==> config.mk <==
export PLATFORM = sky130hd
export DESIGN_NAME = avc_ram
export DESIGN_NICKNAME = d
export VERILOG_FILES = /design/src/design/avc_ram.sv
export SDC_FILE = /design/constraint.sdc
export NUM_CORES = 1
export LEC_CHECK = 0
export BUFFER_PORTS_ARGS = -buffer_cell sky130_fd_sc_hd__buf_2
export CORE_MARGIN = 2
export CORE_UTILIZATION = 31
export CTS_BUF_LIST = sky130_fd_sc_hd__clkbuf_4
export CTS_CLUSTER_DIAMETER = 120
export CTS_CLUSTER_SIZE = 10
export DETAILED_ROUTE_END_ITERATION = 6
export SYNTH_ARGS = -nofsm -noshare
export SYNTH_HDL_FRONTEND = slang
export SYNTH_SLANG_ARGS = --single-unit
==> constraint.sdc <==
create_clock -name clk -period 2.6 [get_ports clk]
set_input_delay 0.26 -clock clk [delete_from_list [all_inputs] [get_ports clk]]
set_output_delay 0.26 -clock clk [all_outputs]
set_load 0.01 [all_outputs]
==> src/design/avc_ram.sv <==
`timescale 1ns / 1ps
// ----------------------------------------------------------------------------
// avc_ram
// Simple dual-port synchronous RAM, one write and one registered read port.
// ----------------------------------------------------------------------------
module avc_ram #(
	parameter int WIDTH = 8,
	parameter int DEPTH = 16
) (
	input  logic                                   clk,
	input  logic                                   we,
	input  logic [(DEPTH > 1 ? $clog2(DEPTH) : 1)-1:0] waddr,
	input  logic [WIDTH-1:0]                       wdata,
	input  logic [(DEPTH > 1 ? $clog2(DEPTH) : 1)-1:0] raddr,
	output logic [WIDTH-1:0]                       rdata
);

	logic [WIDTH-1:0] mem [DEPTH];

	always_ff @(posedge clk) begin
		if (we) begin
			mem[waddr] <= wdata;
		end
		rdata <= mem[raddr];
	end

endmodule

======== Yosys cells after proc, flatten, opt, wreduce, memory -nomap -nowiden ========
Memories as Yosys holds them, arrays and structs flattened. A register that Yosys moved wholly into a read port is not among the register bits.
Index checks and enable logic that the tools add are counted.
storage, ports and cells
  bits in registers ....................... 0
  bits in writable memories ............... 128
  input port bits ......................... 18
  output and inout bits ................... 8
  memories ................................ 1
memory list
  name  depth  bits a word  read ports  clocked after memory_dff  write ports  line  source
  mem   16     8            1           1                         1            18    logic [WIDTH-1:0] mem [DEPTH];
cells by class
  multiplexer cells ....................... 2
operator list
  kind               number
  1-bit two-way mux  2

======== Depth between registers and ports, before layout ========
Gate-level depths: netlist of the first run.
  word-level depth ........................ 2
  depth in mapped cells ................... 5
  mapped depth without buffers ............ 3

======== Worst setup path after synthesis of the first run ========
OpenSTA, ideal clock, no wires.
  path kind ............................... input to register
  from .................................... input waddr[2] (netlist name)
  to ...................................... memory mem[0][0] (enable)
  arrival time ............................ 1370 ps
  required time ........................... 2217 ps
  path slack .............................. 847 ps
  stages .................................. 2
  cell sequence ........................... or3b_2 > nor3_1
RTL lines
  item                line  source
  start: declaration  12    input logic [(DEPTH > 1 ? $clog2(DEPTH) : 1)-1:0] waddr,
  end: declaration    18
No word-level cell before the write port.

==> metrics.txt, run 1 <==
# TYPE chip_impl_metric gauge
chip_impl_info{name="run_status",value="finished, final reports clean"} 1
chip_impl_metric{name="detail_route.vias_per_cell",unit=""} 4.70
chip_impl_metric{name="syn-mean-instance-area",unit="µm²"} 22.5
chip_impl_info{name="worst_setup_path_end_kind",value="register"} 1
chip_impl_info{name="start_kind",value="register"} 1
chip_impl_metric{name="groute.usage.overall",unit="%"} 11.9
chip_impl_metric{name="core",unit="mm²"} 0.0164
chip_impl_metric{name="post_syn_area",unit="mm²"} 0.00515
chip_impl_metric{name="detail_route.iter0.violations",unit=""} 195
chip_impl_metric{name="die_w",unit="µm"} 133
chip_impl_metric{name="ys.warnings.count",unit=""} 0
chip_impl_metric{name="number_of_buffers_inserted_to_repair_setup_after_cts",unit=""} 0
chip_impl_metric{name="floorplan.initialDensity",unit="%"} 31.4
chip_impl_metric{name="maxSlewHeadroom",unit="%"} 45.3
chip_impl_info{name="hold_path_class",value="in -> reg"} 1
chip_impl_metric{name="path_clk_slew",unit="ns"} 0.11
chip_impl_metric{name="postSynthNetCount",unit=""} 247
chip_impl_metric{name="cts_max_path_buffers",unit=""} 2
chip_impl_metric{name="antenna_found_initial",unit=""} 0
chip_impl_metric{name="post_route_cells_drive_above_1_share",unit="%"} 31.0
chip_impl_metric{name="count_of_standard_cell_rows",unit=""} 47
chip_impl_metric{name="worst_ir_drop_vdd",unit="µV"} 281
chip_impl_metric{name="power_density",unit="mW/mm²"} 706
chip_impl_info{name="crit-reg2reg-capture",value="rdata[0]"} 1
chip_impl_metric{name="area_share_of_xor_xnor_cells_in_the_synthesized_design",unit="%"} 0
chip_impl_metric{name="areaGrowthSynthToFinish",unit="%"} 15.2
chip_impl_metric{name="timing.final.max_slew_violations",unit=""} 0
chip_impl_metric{name="synth_top_cell_area_share",unit="%"} 74.7
chip_impl_metric{name="synth_edf_count",unit=""} 128
chip_impl_info{name="worstSetupPathType",value="reg -> reg"} 1
chip_impl_info{name="setup_repair_after_global_routing_missed_its_margin",value="false"} 1
chip_impl_metric{name="vias_in_the_first_global_route",unit=""} 2513
chip_impl_metric{name="synth_cell_types",unit=""} 19
chip_impl_metric{name="port_buffers",unit=""} 25
chip_impl_metric{name="synth_fa_ha_area_share",unit="%"} 0
chip_impl_metric{name="maxCapViolCount",unit=""} 0
chip_impl_metric{name="layout.nets",unit=""} 299
chip_impl_metric{name="wirelength",unit="µm"} 9910
chip_impl_info{name="crit_path_start",value="mem[0][0]"} 1
chip_impl_metric{name="power.leakage",unit="nW"} 1.96
chip_impl_metric{name="finalWeightedCongestion",unit=""} 0.675
chip_impl_metric{name="final.hold.worst_slack",unit="ns"} 0.110
chip_impl_info{name="endpoint",value="rdata[0]"} 1
chip_impl_metric{name="ant_nets",unit=""} 0
chip_impl_metric{name="worst_max_slew_pin_slew",unit="ns"} 0.819
chip_impl_metric{name="setup_viol",unit=""} 0
chip_impl_info{name="synth_top_family_by_area",value="multiplexers"} 1
chip_impl_metric{name="synthSimpleGateAreaFrac",unit="%"} 3.18
chip_impl_metric{name="fill_cells",unit=""} 1491
chip_impl_info{name="ctsRootBufferMaster",value="sky130_fd_sc_hd__clkbuf_4"} 1
chip_impl_metric{name="post-route-period-util",unit="%"} 52.0
chip_impl_metric{name="cts_hold_buffers",unit=""} 0
chip_impl_metric{name="area_of_the_die",unit="mm²"} 0.0177
chip_impl_metric{name="firstDrtPassIters",unit=""} 4
chip_impl_metric{name="netlist_instances",unit=""} 229
chip_impl_info{name="rr_startpoint",value="mem[0][0]"} 1
chip_impl_metric{name="worstRegToRegCells",unit=""} 3
chip_impl_metric{name="fin_crit",unit="ns"} 1.35
chip_impl_metric{name="boundaryPins",unit=""} 26
chip_impl_metric{name="die-height",unit="µm"} 133
chip_impl_metric{name="ctsHtreeMaxLevel",unit=""} 4
chip_impl_metric{name="crit_required",unit="ns"} 2.98
chip_impl_metric{name="grt_max_degree",unit=""} 33
chip_impl_metric{name="insertion_delay",unit="ns"} 0.52
chip_impl_metric{name="drt-wirelength-per-cell",unit="µm"} 19.3
chip_impl_metric{name="yosysSeqAreaShare",unit="%"} 77.8
chip_impl_info{name="synth.area.top_cells",value="sky130_fd_sc_hd__edfxtp_1 (75%), sky130_fd_sc_hd__mux4_2 (7.9%), sky130_fd_sc_hd__mux4_1 (7.1%), sky130_fd_sc_hd__dfxtp_1 (3.1%), sky130_fd_sc_hd__a22oi_1 (2.3%)"} 1
chip_impl_metric{name="worst_clock_skew",unit="ns"} 0.0176
chip_impl_metric{name="antenna-diode-count",unit=""} 0
chip_impl_metric{name="rrSetupSlack",unit="ns"} 1.25
chip_impl_metric{name="finalSetupTns",unit="ns"} 0
chip_impl_info{name="top_cell_types_by_occurrence_after_synthesis",value="sky130_fd_sc_hd__edfxtp_1 (128), sky130_fd_sc_hd__mux4_2 (18), sky130_fd_sc_hd__a22oi_1 (16), sky130_fd_sc_hd__mux4_1 (14), sky130_fd_sc_hd__nor2_1 (13)"} 1
chip_impl_info{name="yosys_most_used_dff",value="sky130_fd_sc_hd__edfxtp_1"} 1
chip_impl_info{name="synth_top_area_cell",value="sky130_fd_sc_hd__edfxtp_1"} 1
chip_impl_metric{name="fraction_of_the_mapped_netlist_area_in_compound_gates",unit="%"} 2.33
chip_impl_metric{name="finalHoldViolCount",unit=""} 0
chip_impl_metric{name="detailed_place_hpwl",unit="µm"} 6150
chip_impl_info{name="cts_tree",value="done"} 1
chip_impl_metric{name="vias",unit=""} 2416
chip_impl_metric{name="synth.mux.area_fraction",unit="%"} 15.0
chip_impl_metric{name="ys_ff_latch",unit=""} 136
chip_impl_metric{name="global_route.overflow_total",unit=""} 0
chip_impl_metric{name="cts_repair_resize_count",unit=""} 0
chip_impl_metric{name="fmax",unit="GHz"} 0.739
chip_impl_metric{name="first_pass_grt_wire_length",unit="µm"} 14900
chip_impl_metric{name="cts_inserted_buffers",unit=""} 17
chip_impl_metric{name="worst-path-max-fanout",unit=""} 1
chip_impl_metric{name="cts_num_sinks",unit=""} 136
chip_impl_metric{name="post-route-drc-count",unit=""} 0
chip_impl_info{name="yosysMostFrequentCell",value="sky130_fd_sc_hd__edfxtp_1"} 1
chip_impl_metric{name="asyncSetResetFlopFracSynth",unit="%"} 0
chip_impl_metric{name="worstPathArrival",unit="ns"} 1.74
## state kept, by name (all words and copies together), names as in the netlist
name and count:
mem 128, rdata 8
## how the worst min path moves through the flow
stage                  to  startpoint  depth (start not counted)  slack (ns)
2_1_floorplan   mem[0][0]    wdata[0]                          0        0.36
3_3_place_gp    mem[3][7]    wdata[7]                          1        0.64
3_5_place_dp    mem[2][7]    wdata[7]                          1        0.65
4_1_cts         mem[2][0]    wdata[0]                          1        0.05
5_1_grt         mem[2][0]    wdata[0]                          1        0.05
6_report       mem[12][7]    wdata[7]                          1        0.11
## stage by stage
step | area, µm² | setup slack, ns | std cells | power, mW | util, %
5_1_grt | 5930 | 1.13 | 514 | 4.35 | 36.1
3_5_place_dp | 5610 | 0.673 | 482 | 2.74 | 34.2
3_3_place_gp | 5610 | 0.686 | 482 | 2.74 | 34.2
6_report | 5930 | 1.25 | 514 | 4.19 | 36.1
4_1_cts | 5930 | 1.20 | 514 | 4.24 | 36.1
2_1_floorplan | 5150 | 0.847 | 229 | 2.64 | -
## critical path, cell delays in order, from the launching register on
cell                       delay [ns]
sky130_fd_sc_hd__edfxtp_1        0.38
sky130_fd_sc_hd__mux4_1          0.53
sky130_fd_sc_hd__a22oi_1         0.21
sky130_fd_sc_hd__nand2_1         0.10
## layer usage
layer  part of all wire, %  vias to the layer above  routed length [µm]  track usage, %
met2                    50                       68                4980            18.7
met1                    43                     1260                4270            15.5
li1                      -                     1082                   -               -
met3                   6.2                        6                 616            4.48
met5                     0                        -                   0               0
met4                  0.49                        0                  49            3.58
## cell families (layout without fill, tap and decap cells)
logic type | count (synthesis) | after routing
AO/OA/AOI/OAI | 16 | 16
flip-flops | 136 | 136
buffers and inverters | 10 | 75
AND/OR/NAND/NOR | 35 | 35
multiplexers | 32 | 32
## power breakdown
group | internal (mW) | switching (mW) | leakage [nW]
clock network | 0.779 | 0.720 | 0.169
registers | 2.45 | 0.0132 | 1.22
logic | 0.0960 | 0.131 | 0.571
## layout by cell type (no fill, tap or decap), drive strengths merged, types with 4 or more instances in the layout
| cell type | instances |
|---|---|
| edfxtp | 128 |
| buf | 43 |
| mux4 | 32 |
| clkbuf | 19 |
| a22oi | 16 |
| nor2 | 13 |
| nand2 | 9 |
| dfxtp | 8 |
| clkinv | 8 |
| nor3 | 4 |
| bufinv | 4 |
## area by class of cell
class | count | area [µm²] | share of cell area (%)
multi-input cells | 83 | 1060 | 17.8
clock inverters | 13 | 179 | 3.02
well taps | 220 | 275 | 4.64
clock buffers | 19 | 143 | 2.41
flip-flops and latches | 136 | 4000 | 67.5
repair buffers | 43 | 273 | 4.60
Power figures use the tool's default switching activity.
==> run 2: changes to the inputs <==
- clock period: 2.6 -> 1.3 ns (I/O delays scaled with it)
==> run 2 against run 1 <==
  * Combinational power rose by 140%
  * Hold slack improved by 0.046 ns
  * Critical path depth did not move
  * Flip-flop and latch count did not move
  * Cell area rose by 3.8%
  * Setup slack got worse by 1.2 ns
  * Largest power group unchanged
  * Non-clock buffer count rose by 20
  * First-iteration DRC count rose by 75%
  * Core utilization rose by 1.4 points
  * Power rose by 100%
  * Wire length rose by 1.4%
==> metrics.txt, run 2 (same netlist as run 1, synthesis figures left out) <==
# TYPE chip_impl_metric gauge
chip_impl_metric{name="vias_in_the_first_global_route",unit=""} 2584
chip_impl_metric{name="worst-path-max-fanout",unit=""} 1
chip_impl_metric{name="number_of_buffer_and_inverter_instances_along_the_worst_setup_path",unit=""} 0
chip_impl_metric{name="cpPeakStageDelay",unit="ns"} 0.48
chip_impl_metric{name="post-route-drc-count",unit=""} 0
chip_impl_metric{name="groute.layer.met1.usage",unit="%"} 16.8
chip_impl_info{name="cts_tree",value="done"} 1
chip_impl_metric{name="number_of_buffers_inserted_to_repair_setup_after_cts",unit=""} 0
chip_impl_metric{name="setup_viol",unit=""} 0
chip_impl_metric{name="count_of_standard_cell_rows",unit=""} 47
chip_impl_metric{name="areaGrowthSynthToFinish",unit="%"} 19.5
chip_impl_metric{name="cts_max_path_buffers",unit=""} 2
chip_impl_metric{name="wirelength",unit="µm"} 10100
chip_impl_metric{name="postLayoutCellArea",unit="mm²"} 0.00615
chip_impl_info{name="hold_path_class",value="in -> reg"} 1
chip_impl_metric{name="finalSetupTns",unit="ns"} 0
chip_impl_info{name="final_common_cell",value="sky130_fd_sc_hd__edfxtp_1"} 1
chip_impl_info{name="ctsRootBufferMaster",value="sky130_fd_sc_hd__clkbuf_4"} 1
chip_impl_metric{name="die_w",unit="µm"} 133
chip_impl_metric{name="ctsHtreeMaxLevel",unit=""} 4
chip_impl_metric{name="finalWeightedCongestion",unit=""} 0.757
chip_impl_metric{name="die-height",unit="µm"} 133
chip_impl_metric{name="fmax",unit="GHz"} 0.777
chip_impl_info{name="worstSetupPathType",value="reg -> reg"} 1
chip_impl_info{name="start_kind",value="register"} 1
chip_impl_metric{name="crit_required",unit="ns"} 1.72
chip_impl_metric{name="worst_ir_drop_vdd",unit="µV"} 567
chip_impl_metric{name="placed_cell_area",unit="mm²"} 0.00575
chip_impl_info{name="crit_family",value="multiplexers"} 1
chip_impl_metric{name="finalNonFillerCells",unit=""} 535
chip_impl_metric{name="largest_register_ff_count",unit=""} 128
chip_impl_metric{name="power.leakage",unit="nW"} 2.03
chip_impl_metric{name="drt-wirelength-per-cell",unit="µm"} 18.8
chip_impl_metric{name="grt.met2_usage",unit="%"} 17.6
chip_impl_info{name="worst_setup_path_end_kind",value="register"} 1
chip_impl_metric{name="insertion_delay",unit="ns"} 0.52
chip_impl_metric{name="detail_route.vias_per_cell",unit=""} 4.60
chip_impl_metric{name="global_route.overflow_total",unit=""} 0
chip_impl_metric{name="post-route-period-util",unit="%"} 99.0
chip_impl_metric{name="ant_nets",unit=""} 0
chip_impl_metric{name="finish.utilization",unit="%"} 37.5
chip_impl_metric{name="boundaryPins",unit=""} 26
chip_impl_info{name="run_status",value="finished, final reports clean"} 1
chip_impl_metric{name="cts_inserted_buffers",unit=""} 17
chip_impl_metric{name="timing.final.max_slew_violations",unit=""} 0
chip_impl_info{name="reg.largest.list",value="mem (128), rdata (8)"} 1
chip_impl_metric{name="fin_crit",unit="ns"} 1.29
chip_impl_metric{name="maxCapViolCount",unit=""} 0
chip_impl_metric{name="grt_max_degree",unit=""} 21
chip_impl_metric{name="post_route_cells_drive_above_1_share",unit="%"} 39.8
chip_impl_metric{name="worst_max_slew_pin_slew",unit="ns"} 0.920
chip_impl_metric{name="detailed_place_hpwl",unit="µm"} 6500
chip_impl_metric{name="detail_route.iter0.violations",unit=""} 342
chip_impl_info{name="layout.cells.most_common_list",value="sky130_fd_sc_hd__edfxtp_1 (128), sky130_fd_sc_hd__mux4_2 (28), sky130_fd_sc_hd__buf_4 (26)"} 1
chip_impl_metric{name="path_clk_slew",unit="ns"} 0.12
chip_impl_info{name="regMostFlops",value="mem"} 1
chip_impl_metric{name="worstPathArrival",unit="ns"} 1.71
chip_impl_metric{name="finalHoldViolCount",unit=""} 0
chip_impl_metric{name="first_pass_grt_wire_length",unit="µm"} 15200
chip_impl_metric{name="floorplan.initialDensity",unit="%"} 31.4
chip_impl_metric{name="vias",unit=""} 2459
chip_impl_metric{name="firstDrtPassIters",unit=""} 5
chip_impl_metric{name="layout.nets",unit=""} 319
chip_impl_metric{name="port_buffers",unit=""} 25
chip_impl_metric{name="global_route.usage.met3",unit="%"} 4.25
chip_impl_metric{name="area_of_the_die",unit="mm²"} 0.0177
chip_impl_metric{name="core",unit="mm²"} 0.0164
chip_impl_info{name="setup_repair_after_global_routing_missed_its_margin",value="true"} 1
chip_impl_metric{name="antenna_found_initial",unit=""} 0
chip_impl_metric{name="worst_clock_skew",unit="ns"} 0.0134
chip_impl_metric{name="power_density",unit="mW/mm²"} 1370
chip_impl_metric{name="cts_num_sinks",unit=""} 136
chip_impl_info{name="crit_chain",value="mux4_2 > a22oi_2 > nand2_1"} 1
chip_impl_info{name="crit_path_top_delay_cell",value="sky130_fd_sc_hd__mux4_2"} 1
chip_impl_metric{name="placed_cell_count",unit=""} 494
chip_impl_metric{name="maxSlewHeadroom",unit="%"} 38.5
chip_impl_metric{name="groute.usage.overall",unit="%"} 11.9
chip_impl_info{name="grt-busiest-layer",value="met2"} 1
## run 2: changes by cell type in the layout (fill, tap and decap cells not counted), moves of 8 or more
cell	delta
sky130_fd_sc_hd__a22oi_2	+8
sky130_fd_sc_hd__a22oi_1	-8
sky130_fd_sc_hd__dlygate4sd3_1	+8
sky130_fd_sc_hd__buf_4	+9
sky130_fd_sc_hd__mux4_1	-10
sky130_fd_sc_hd__mux4_2	+10
## run 2: final timing paths
path                    from  slack, ns        end  depth (start not counted)
setup / recovery   mem[0][2]       0.01   rdata[2]                          3
hold reg to reg   mem[14][7]       0.67   rdata[7]                          3
setup reg to reg   mem[0][2]       0.01   rdata[2]                          3
hold / removal      waddr[0]       0.16  mem[0][1]                          3
## run 2: worst reg2reg max path, delay by kind of cell (launching register included)
kind,cells,cell delay (ns)
AO/OA/AOI/OAI,1,0.24
flip-flops,1,0.41
multiplexers,1,0.48
AND/OR/NAND/NOR,1,0.07
## run 2: stage by stage
step	total power [mW]	hold WS, ns	setup slack, ns
floorplan	5.28	0.229	-0.0961
global placement	5.51	0.516	-0.271
detailed placement	5.52	0.529	-0.317
CTS	8.51	0.112	0.000281
global route	8.75	0.117	-0.0537
finish	8.46	0.155	0.0126
## run 2: cell type report
class,instances,area [µm²]
well taps,220,275
clock buffers,18,135
multi-input cells,83,1070
clock inverters,14,181
fillers,1480,10300
diodes,1,2.50
flip-flops and latches,136,4000
repair buffers,63,480
## run 2: report_power, final
part | switching, mW | total [mW] | internal, mW
sequential | 0.0290 | 4.92 | 4.89
combinational | 0.285 | 0.535 | 0.250
clock | 1.48 | 3.00 | 1.52
## run 2: timing repair
item / 4_1_cts / 5_1_grt
resized for setup: 6 / 12
pin swaps: 4 / 5
cloned: 0 / 0
setup endpoints to repair: 5 / 7
hold buffers: 8 / 0
endpoints found under the hold margin: 128 / 0
## run 2: metal layers
| metal | part of all wire [%] | up-vias |
|---|---|---|
| li1 | - | 1109 |
| met5 | 0 | - |
| met3 | 6.5 | 14 |
| met2 | 45 | 77 |
| met1 | 47 | 1259 |
| met4 | 1.0 | 0 |
